`src/hw/rtl/isort_pkg.sv`:
```
`timescale 1ns / 1ps
`default_nettype none
// ----------------------------------------------------------------------------
// isort_pkg
// Shared types, mode codes and the compare rule of the insertion sort engine.
// ----------------------------------------------------------------------------
package isort_pkg;

  localparam int DATA_W = 32;
  localparam int SWAP_W = 11;
  localparam int MODE_W = 2;

  localparam logic [MODE_W-1:0] MODE_ASC  = 2'd0;
  localparam logic [MODE_W-1:0] MODE_DESC = 2'd1;
  localparam logic [MODE_W-1:0] MODE_PART = 2'd2;

  localparam logic [1:0] ADDR_SORT_MODE = 2'd0;

  typedef enum logic [2:0] {
    ST_LOAD,
    ST_OUTER,
    ST_KEY,
    ST_CMP,
    ST_PLACE,
    ST_EMIT_RD,
    ST_EMIT_LD
  } state_t;

  // true when the word at the upper slot must move below the one at the lower slot
  function automatic logic must_exchange(input logic [MODE_W-1:0] mode,
                                         input logic signed [DATA_W-1:0] upper,
                                         input logic signed [DATA_W-1:0] lower);
    logic res;
    case (mode)
      MODE_DESC: res = (lower < upper);
      MODE_PART: res = upper[DATA_W-1] & ~lower[DATA_W-1];
      MODE_ASC:  res = (upper < lower);
      default:   res = (upper < lower);
    endcase
    return res;
  endfunction

endpackage
`default_nettype wire

```
`src/hw/rtl/insertion_sort_engine.sv`:
```
`timescale 1ns / 1ps
`default_nettype none
// ----------------------------------------------------------------------------
// insertion_sort_engine
// Collects a set of signed words, stable-insertion-sorts it, emits it in order.
// ----------------------------------------------------------------------------
// Input channel (item_valid/item_ready): one word per handshake, is_last ends
// the set. Loading accepts one word per cycle; words past MAX_ELEMENTS are
// dropped and flagged on every result of the set.
// After the last word the block is busy sorting: per element it fetches the
// key, makes one adjacent exchange per compare step, then places the key.
// The element memory has one write port and one registered read port, so
// each word is read into a register before it is compared.
// Output channel (result_valid/result_ready): n words in order, each read from
// memory, then loaded into the output register; a stalled receiver holds the
// output register and the sequencer waits. The next set may start loading
// while the final result still waits. swap_count/dropped match on all results.
// sort_mode lives at APB address 0: 0 ascending, 1 descending, 2 negatives
// first (stable), 3 ascending. Write it only while idle.
// Reset (rst, synchronous) empties the block and sets ascending mode.
// ----------------------------------------------------------------------------
module insertion_sort_engine #(
  parameter int MAX_ELEMENTS = 64
) (
  input  wire                                 clk,
  input  wire                                 rst,
  input  wire                                 psel,
  input  wire                                 penable,
  input  wire                                 pwrite,
  input  wire  [1:0]                          paddr,
  input  wire  [31:0]                         pwdata,
  output logic [31:0]                         prdata,
  output logic                                pready,
  input  wire                                 item_valid,
  output logic                                item_ready,
  input  wire  signed [isort_pkg::DATA_W-1:0] value,
  input  wire                                 is_last,
  output logic                                result_valid,
  input  wire                                 result_ready,
  output logic signed [isort_pkg::DATA_W-1:0] sorted_value,
  output logic                                end_of_set,
  output logic [isort_pkg::SWAP_W-1:0]        swap_count,
  output logic                                dropped
);
  import isort_pkg::*;

  localparam int AW = (MAX_ELEMENTS > 1) ? $clog2(MAX_ELEMENTS) : 1;
  localparam int CW = $clog2(MAX_ELEMENTS + 1);

  state_t state, state_next;

  logic [MODE_W-1:0]        sort_mode;
  logic [CW-1:0]            count, count_next;
  logic                     overflow, overflow_next;
  logic [SWAP_W-1:0]        swaps, swaps_next;
  logic [CW-1:0]            sort_idx, sort_idx_next;
  logic [AW-1:0]            ptr, ptr_next;
  logic signed [DATA_W-1:0] key, key_next;
  logic [AW-1:0]            out_k, out_k_next;

  logic signed [DATA_W-1:0] mem [MAX_ELEMENTS];
  logic signed [DATA_W-1:0] rdata;
  logic                     mem_we, mem_re;
  logic [AW-1:0]            waddr, raddr;
  logic signed [DATA_W-1:0] wdata;

  logic                     result_valid_next;
  logic signed [DATA_W-1:0] sorted_value_next;
  logic                     end_of_set_next;
  logic [SWAP_W-1:0]        swap_count_next;
  logic                     dropped_next;

  logic item_acc, exch, slot_free, emit_last, store_full, more_keys;
  logic [AW-1:0] ptr_m1;

  assign pready     = 1'b1;
  assign prdata     = (paddr == ADDR_SORT_MODE) ? {{(32-MODE_W){1'b0}}, sort_mode} : 32'd0;
  assign item_ready = (state == ST_LOAD);
  assign item_acc   = item_valid & item_ready;
  assign exch       = must_exchange(sort_mode, key, rdata);
  assign ptr_m1     = ptr - AW'(1);
  assign slot_free  = ~result_valid | result_ready;
  assign emit_last  = (CW'(out_k) == count - CW'(1));
  assign store_full = (count >= CW'(MAX_ELEMENTS));
  assign more_keys  = (sort_idx < count);

  always_ff @(posedge clk) begin
    if (rst) begin
      sort_mode <= MODE_ASC;
    end else if (psel && penable && pwrite && pready) begin
      sort_mode <= pwdata[MODE_W-1:0];
    end
  end

  always_comb begin
    state_next = state;
    case (state)
      ST_LOAD:    if (item_acc && is_last) state_next = ST_OUTER;
      ST_OUTER:   state_next = more_keys ? ST_KEY : ST_EMIT_RD;
      ST_KEY:     state_next = ST_CMP;
      ST_CMP: begin
        if (!exch) state_next = ST_OUTER;
        else if (ptr_m1 == '0) state_next = ST_PLACE;
      end
      ST_PLACE:   state_next = ST_OUTER;
      ST_EMIT_RD: state_next = ST_EMIT_LD;
      ST_EMIT_LD: if (slot_free) state_next = emit_last ? ST_LOAD : ST_EMIT_RD;
      default:    state_next = ST_LOAD;
    endcase
  end

  always_comb begin
    count_next        = count;
    overflow_next     = overflow;
    swaps_next        = swaps;
    sort_idx_next     = sort_idx;
    ptr_next          = ptr;
    key_next          = key;
    out_k_next        = out_k;
    mem_we            = 1'b0;
    mem_re            = 1'b0;
    waddr             = ptr;
    wdata             = key;
    raddr             = sort_idx[AW-1:0];
    result_valid_next = result_valid & ~result_ready;
    sorted_value_next = sorted_value;
    end_of_set_next   = end_of_set;
    swap_count_next   = swap_count;
    dropped_next      = dropped;
    case (state)
      ST_LOAD: begin
        if (item_acc) begin
          if (!store_full) begin
            mem_we     = 1'b1;
            waddr      = count[AW-1:0];
            wdata      = value;
            count_next = count + CW'(1);
          end else begin
            overflow_next = 1'b1;
          end
          sort_idx_next = CW'(1);
        end
      end
      ST_OUTER: begin
        if (more_keys) begin
          mem_re = 1'b1;
          raddr  = sort_idx[AW-1:0];
        end else begin
          out_k_next = '0;
        end
      end
      ST_KEY: begin
        key_next = rdata;
        ptr_next = sort_idx[AW-1:0];
        mem_re   = 1'b1;
        raddr    = sort_idx[AW-1:0] - AW'(1);
      end
      ST_CMP: begin
        mem_we = 1'b1;
        waddr  = ptr;
        if (exch) begin
          wdata    = rdata;
          ptr_next = ptr_m1;
          if (swaps != '1) swaps_next = swaps + SWAP_W'(1);
          if (ptr_m1 != '0) begin
            mem_re = 1'b1;
            raddr  = ptr_m1 - AW'(1);
          end
        end else begin
          wdata         = key;
          sort_idx_next = sort_idx + CW'(1);
        end
      end
      ST_PLACE: begin
        mem_we        = 1'b1;
        waddr         = ptr;
        wdata         = key;
        sort_idx_next = sort_idx + CW'(1);
      end
      ST_EMIT_RD: begin
        mem_re = 1'b1;
        raddr  = out_k;
      end
      ST_EMIT_LD: begin
        if (slot_free) begin
          result_valid_next = 1'b1;
          sorted_value_next = rdata;
          end_of_set_next   = emit_last;
          swap_count_next   = swaps;
          dropped_next      = overflow;
          out_k_next        = out_k + AW'(1);
          if (emit_last) begin
            count_next    = '0;
            swaps_next    = '0;
            overflow_next = 1'b0;
          end
        end
      end
      default: begin
        mem_we = 1'b0;
      end
    endcase
  end

  always_ff @(posedge clk) begin
    if (mem_we) mem[waddr] <= wdata;
    if (mem_re) rdata <= mem[raddr];
  end

  always_ff @(posedge clk) begin
    if (rst) begin
      state        <= ST_LOAD;
      count        <= '0;
      overflow     <= 1'b0;
      swaps        <= '0;
      result_valid <= 1'b0;
    end else begin
      state        <= state_next;
      count        <= count_next;
      overflow     <= overflow_next;
      swaps        <= swaps_next;
      result_valid <= result_valid_next;
    end
  end

  always_ff @(posedge clk) begin
    sort_idx     <= sort_idx_next;
    ptr          <= ptr_next;
    key          <= key_next;
    out_k        <= out_k_next;
    sorted_value <= sorted_value_next;
    end_of_set   <= end_of_set_next;
    swap_count   <= swap_count_next;
    dropped      <= dropped_next;
  end

  a_count_cap: assert property (@(posedge clk) disable iff (rst)
    count <= CW'(MAX_ELEMENTS))
    else $error("element count beyond capacity");

  a_cmp_ptr: assert property (@(posedge clk) disable iff (rst)
    state == ST_CMP |-> ptr != '0)
    else $error("compare step at bottom slot");

  a_load_room: assert property (@(posedge clk) disable iff (rst)
    (mem_we && state == ST_LOAD) |-> !store_full)
    else $error("store write while full");

  a_last_sorts: assert property (@(posedge clk) disable iff (rst)
    (item_acc && is_last) |=> (state == ST_OUTER && count != '0))
    else $error("last word did not start an empty-free sort");

endmodule
`default_nettype wire
```
`config.mk`:
```
export PLATFORM = sky130hd
export DESIGN_NAME = insertion_sort_engine
export DESIGN_NICKNAME = d
export VERILOG_FILES = /design/src/hw/rtl/isort_pkg.sv /design/src/hw/rtl/insertion_sort_engine.sv
export SDC_FILE = /design/constraint.sdc
export NUM_CORES = 2
export LEC_CHECK = 0
export BUFFER_PORTS_ARGS = -buffer_cell sky130_fd_sc_hd__buf_4
export CORE_MARGIN = 5
export CORE_UTILIZATION = 32
export DETAILED_ROUTE_END_ITERATION = 16
export SLEW_MARGIN = 25
export SYNTH_ARGS = -nofsm -noshare
export SYNTH_HDL_FRONTEND = slang
export SYNTH_SLANG_ARGS = --single-unit
```
`constraint.sdc`:
```
create_clock -name clk -period 7.4 [get_ports clk]
set_clock_uncertainty 0.15 [all_clocks]
set_input_delay 1.11 -clock clk [delete_from_list [all_inputs] [get_ports clk]]
set_output_delay 1.11 -clock clk [all_outputs]
set_load 0.1 [all_outputs]
```
Yosys cells after proc, flatten, opt, wreduce, memory -nomap -nowiden
Memories as Yosys holds them, arrays and structs flattened. A register that Yosys moved wholly into a read port is not among the register bits.
Cells that the tools add are included.
{ "classes": {"add_sub_neg": 8, "n_lt_le_gt_ge": 4, "eq_ne": 21, "n_mux": 53, "bitwise_logic": 7, "reduce_logical": 22} }
{ "op_table": {"columns": ["operator", "n"], "rows": [
  ["$mux W32", 3],
  ["$lt A32 B32 Y1", 2],
  ["$pmux W32 S2", 1],
  ["$mux W6", 8],
  ["$mux W11", 4],
  ["$mux W7", 6],
  ["$pmux W6 S2", 2],
  ["$pmux W11 S2", 1],
  ["$pmux W3 S7", 1],
  ["$pmux W7 S3", 1],
  ["$mux W3", 6],
  ["$pmux W6 S3", 1],
  ["$sub A6 B1 Y6 const B", 3],
  ["$reduce_and A5 Y1", 3],
  ["$add A7 B1 Y7 const B", 2],
  ["$ne A2 B2 Y1 const B", 7],
  ["$pmux W7 S2", 1],
  ["$mux W1", 13],
  ["$add A11 B1 Y11 const B", 1],
  ["$ne A11 B11 Y1 const B", 1],
  ["$eq A3 B3 Y1 const B", 3],
  ["$reduce_and A3 Y1", 3],
  ["$reduce_bool A2 Y1", 4],
  ["$eq A6 B7 Y1", 1],
  ["other kinds (24)", 37]
]} }
{ "word_totals": {"regBits": 121, "ram_bits": 2048, "inputBits": 74, "out_inout_bits": 80, "wordCells": 130, "mem_count": 1} }
{ "mem_list": {"columns": ["name", "depth", "word_bits", "rd", "rd_ports_with_merged_regs", "write_ports", "line_no", "text"], "rows": [
  ["mem", 64, 32, 1, 1, 1, "insertion_sort_engine.sv:61", "logic signed [DATA_W-1:0] mem [MAX_ELEMENTS];"]
]} }

Longest topological paths before layout
{ "depth": {"ltp_word": 6, "ltp_mapped": 18, "ltp_nobuf": 14} }

Worst setup path after synthesis
Ideal clock, no wire load.
{ "synth_timing": {"kind": "reg-to-reg", "from": "reg key[31]", "to": "mem mem[0][14], data pin", "setup_time_ns": 0.549, "t_arrival_ns": 4.573, "required_time_ns": 6.701, "setup_slack_ns": 2.128, "stages_incl_launch_ff": 13, "path_buffers": 1, "period_less_slack_ns": 5.272, "path_cell_list": "edfxtp_1 > ha_1 > nand4_2 > nor4_4 > a221oi_1 > o21ai_1 > nor3_4 > mux2i_4 > nand2_1 > clkbuf_1 > a21oi_1 > a21oi_1 > a21oi_1"} }
{ "synth_between": {"elab_chain_len": 4, "word_cells_on_any_way": 6, "cone_classes": "order compare: 2; mux: 3; bitwise: 1"} }
{ "synth_lines": {"columns": ["element", "line_no", "text"], "rows": [
  ["from (decl)", "insertion_sort_engine.sv:58", "logic signed [DATA_W-1:0] key, key_next;"],
  ["from (signal assigned)", "insertion_sort_engine.sv:229", "key <= key_next;"],
  ["$lt A32 B32 Y1 (tied with other cells)", "isort_pkg.sv:37, isort_pkg.sv:38", null],
  ["$pmux W1 S2 (*)", "isort_pkg.sv:34", "case (mode)"],
  ["$mux W32 (*)", "insertion_sort_engine.sv:161", "if (exch) begin"],
  ["$pmux W32 S2 (*)", "insertion_sort_engine.sv:130", "case (state)"],
  ["via wdata[14]", "insertion_sort_engine.sv:65", "logic signed [DATA_W-1:0] wdata;"],
  ["to (decl)", "insertion_sort_engine.sv:61", null]
]} }
The timed path passes the listed nets; every way through them passes the cells marked *.

Worst setup path in the final report
{ "layout_timing": {"from": "reg rdata[1], read port of mem", "to": "reg rdata[25], read port of mem, data pin"} }
{ "layout_between": {"elab_chain_len": 4, "word_cells_on_any_way": 7, "cone_classes": "order compare: 2; mux: 5"} }
{ "layout_lines": {"columns": ["element", "line_no", "text"], "rows": [
  ["from (decl)", "insertion_sort_engine.sv:62", "logic signed [DATA_W-1:0] rdata;"],
  ["$lt A32 B32 Y1, on equally long branches", "isort_pkg.sv:37, isort_pkg.sv:38, isort_pkg.sv:35", null],
  ["$pmux W1 S2 (*)", "isort_pkg.sv:34", null],
  ["$mux W6 or $mux W1 (tied branches)", "insertion_sort_engine.sv:161", null],
  ["$pmux W6 S3 or $pmux W1 S3 (tied branches)", "insertion_sort_engine.sv:130", null]
]} }
Mark *: on every way between the ends. The rest lies on a longest branch, timed or not.
A chain may end at the register's enable or synchronous reset.

==> run summary <==
The most critical setup path has its startpoint at rdata[1]$_DFFE_PP_. The total power density per cell area came out at 338 nW/um2. The average via count per standard cell came out at 5.21. The number of gates resized after cts came out at 0. The pin count of the biggest net entering global routing is 107. The half-perimeter wire length after detailed placement came out at 147000 um.

The final antenna-violating net count is 0. The number of distinct standard cells referenced by the synthesized netlist is 70. During I/O placement, the number of pins put on the boundary was 154. Once the clock tree was built, the setup fixing pass inserted 0 buffers.

The total overflow reported by the global router is 0. The clock latency at the later pin of the worst-skew pair came out at 850 ps. The worst hold path belongs to the class reg2reg. The total of buffers placed on input and output ports came out at 92. Following the worst setup path forward leads to its endpoint at rdata[25]$_DFFE_PP_. At the end of the flow, the number of nets in the layout was 6661. STA puts the critical path data arrival time at 6510 ps. Leaving out fill and tap cells, the most frequent cell in the layout is edfxtp_1. The analysis attributes to cell leakage a power of 34.6 nW. The worst setup path is of the reg2reg kind.

The fill cell total of the finished layout came out at 25748. In this run the critical register-to-register path is launched from rdata[1]$_DFFE_PP_. The endpoint type of the worst setup path is a register. The setup slack after layout is 1310 ps. The synthesized instance count came out at 6346. The net switching share of the total power came out at 0.313. The maximum level of the CTS H-tree came out at 4. The number of standard cells in the final layout excluding fillers came out at 10432. Ranked by total cell area, the synthesized netlist is headed by edfxtp_1 (73%), nand2_1 (6.3%), mux2i_1 (5.8%). Prior to clock tree synthesis, the placed netlist has a worst setup slack of 1400 ps. The proportion of register bits with asynchronous set or reset after synthesis is 0. The proportion of power drawn by flip-flops and latches came out at 0.444. The mean area per synthesized cell came out at 14.1 um2. During synthesis, Yosys emitted a total of 0 warnings. The most numerous cell on the critical path is buf_12. Of the total power, the clock network draws 0.313.

The total internal power came out at 24.0 mW. The number of hold buffers added after CTS was 0. Clock tree synthesis selected as its root buffer the cell clkbuf_16. The cell area after synthesis came out at 89200 um2. The synthesized design contains 2201 register bits. TritonCTS built the clock tree. Walking the worst path, the cells encountered are inv_1 > ha_1 > nor2b_1 > o211a_1 > o21ai_0 > a21oi_1 > nor3_4 > mux2_4 > mux2i_1 > nor2_4 > buf_12 > buf_12 > nand3_1 > a32oi_1 > and4_1 > o311ai_1 > buf_4. The worst slew slack as a fraction of its limit came out at 0.293. The most area-hungry cell type in the Yosys netlist is edfxtp_1. Setup repair after global routing left no endpoint under its margin. For this run, the total global-route usage over all layers was measured as 0.163.

The violation count after the first detailed-route iteration is 5644. The critical path data required time is 7820 ps. The actual transition at the worst max-transition pin is 1060 ps. In the finished design, the share of the clock period the worst path needs comes to 0.823. The maximum clock path buffer count came out at 3. The routed layout has 54377 vias. The count of max-cap constraint violations is 0.

The full die area is 289000 um2. The horizontal die dimension is 538 um. After layout, the minimum clock period comes to 6090 ps. The largest single stage delay on the critical path is 580 ps. The slowest stage of the critical path is the a32oi_1 cell. The initial core utilization is 0.322. The number of flops mapped to enable cells by yosys came out at 2176.

The die height came out at 538 um. In this run the cell area measured after placement is 96400 um2. The clock sink total is 2201. In this run the worst path has a maximum fanout of 22. The aggregate routed wire length is 243000 um.

The number of slew-limit violations in the final report is 0. The setup slack on the worst flop-to-flop path is 1310 ps. The share of layout cells above drive strength 1 came out at 0.119. The endpoint of the worst-slack reg-to-reg timing path is rdata[25]$_DFFE_PP_.

Setup violations remaining at the end of the flow were counted as 0. The cell depth of the worst flop-to-flop path is 17. The portion of synthesized cell area occupied by the leading cell type came out at 0.732.

The placeable core region came out at 277000 um2. The relative contribution of combinational cells to total power is 0.243. In this run, CTS created clock tree buffers numbering 218. The power dissipated by switching net loads is 11.0 mW. The wire length of the first global-routing pass came out at 355000 um. The number of antenna violations at the first check in global routing was 17. The flow ran to the end, and the final reports show no timing, DRC or antenna violations. The final hold violation count came out at 0.

The number of standard-cell rows in the floorplan came out at 193. In the routed design, unresolved DRC markers number 0. STA classifies the critical path startpoint as a register. The number of global-route vias before repair came out at 52225.

In the synthesized netlist the dominant register cell turns out to be edfxtp_1. Clock-pin slew was measured on the worst setup and hold paths at 60 ps. At the end of routability-driven placement, the weighted congestion stood at 0.844. The final cell area excluding filler cells came out at 104000 um2. The routed wirelength normalized by instance count came out at 23.3 um. The top cell types in the final layout, fill and taps aside, are edfxtp_1 (2176), nand2_1 (1485), mux2i_1 (521). The detailed-router iteration count before antenna repair came out at 6. The sequential element share of the synthesized area is 0.738. The maximum clock frequency is 164 MHz. The final total negative setup slack is 0 ps. The area overhead of the layout relative to synthesis is 16.1%. The total placed cells including tap cells is 10020.

The worst hold slack is 302 ps. The maximum ir drop on the vdd rail is 203 uV.
## per-layer routing
layer  global-route usage  vias to the layer above  wire (um)
li1                     -                    24065          -
met3               0.0279                      361      18700
met1                0.228                    27853     104000
met5                    0                        -         13
met4               0.0389                        2       5350
met2                0.267                     2096     115000
## area by class of cell
cell class                      count  area, um2  area share
Sequential cell                  2201      65800       0.636
Multi-Input combinational cell   3707      22200       0.214
Timing Repair Buffer              350       3580      0.0346
Clock inverter                    136       1320      0.0127
Clock buffer                      269       5770      0.0557
Tap cell                         3705       4640      0.0448
Antenna cell                        6       15.0    0.000145
Inverter                           58        221     0.00214
## power groups by stage
stage,registers [mW],clock network (mW),logic [mW]
2_1_floorplan,15.8,0,5.17
3_3_place_gp,15.8,0,8.27
3_5_place_dp,15.8,0,8.46
4_1_cts,15.5,11.1,8.48
5_1_grt,15.5,11.7,9.16
6_report,15.5,11.0,8.49
## worst min-delay path by stage
stage | startpoint | endpoint | slack, ps | cells after the start
finish | overflow$_SDFFE_PP0P_ | dropped$_DFFE_PP_ | 300 | 0
global route | overflow$_SDFFE_PP0P_ | dropped$_DFFE_PP_ | 320 | 0
CTS | pwdata[0] | sort_mode[0]$_SDFFE_PP0P_ | 300 | 3
detailed placement | overflow$_SDFFE_PP0P_ | dropped$_DFFE_PP_ | 290 | 0
floorplan | overflow$_SDFFE_PP0P_ | dropped$_DFFE_PP_ | 260 | 0
global placement | overflow$_SDFFE_PP0P_ | dropped$_DFFE_PP_ | 280 | 0
## state kept, by name, indices dropped and copies added (netlist names), 2 cells and up
signal	cells
swap_count	11
sort_mode	2
mem	2048
key	32
rdata	32
swaps	11
count	7
out_k	6
state	3
sort_idx	7
sorted_value	32
ptr	6
## cell families after synthesis
family                   after synthesis  share of synthesized area
adder cells (fa/ha/maj)               52                    0.00727
other                                  2                  0.0000842
flip-flops                          2201                      0.738
XOR/XNOR                              38                    0.00373
AO/OA/AOI/OAI                        681                     0.0511
AND/OR/NAND/NOR                     2377                      0.115
buffers and inverters                467                     0.0245
multiplexers                         528                     0.0597
## cells in the mapped netlist, drive strengths merged (17+ instances only)
cell type / instances
ha: 51
inv: 57
nand2: 1487
and4: 36
dfxtp: 25
a31o: 32
o311ai: 32
a311oi: 64
buf: 253
a32oi: 128
mux2i: 523
nand4: 17
clkbuf: 156
and3: 64
edfxtp: 2176
nor4: 40
xor2: 22
nor3: 37
nor2: 149
nand3: 517
o21ai: 65
a21oi: 308
## through the flow
| step | utilization | power, mW |
|---|---|---|
| after CTS | 0.374 | 35.1 |
| after global placement | 0.347 | 24.0 |
| after detailed placement | 0.348 | 24.2 |
| after global routing | 0.374 | 36.4 |
| final | 0.374 | 35.0 |
| after floorplan | - | 20.9 |
## critical path, delay by kind of cell, from the launching register on
family                   cells  cell delay [ps]
AND/OR/NAND/NOR              5             1690
buffers and inverters        4              760
multiplexers                 2              660
AO/OA/AOI/OAI                5             1600
flip-flops                   1              570
adder cells (fa/ha/maj)      1              300
(Power assumes the default switching activity.)
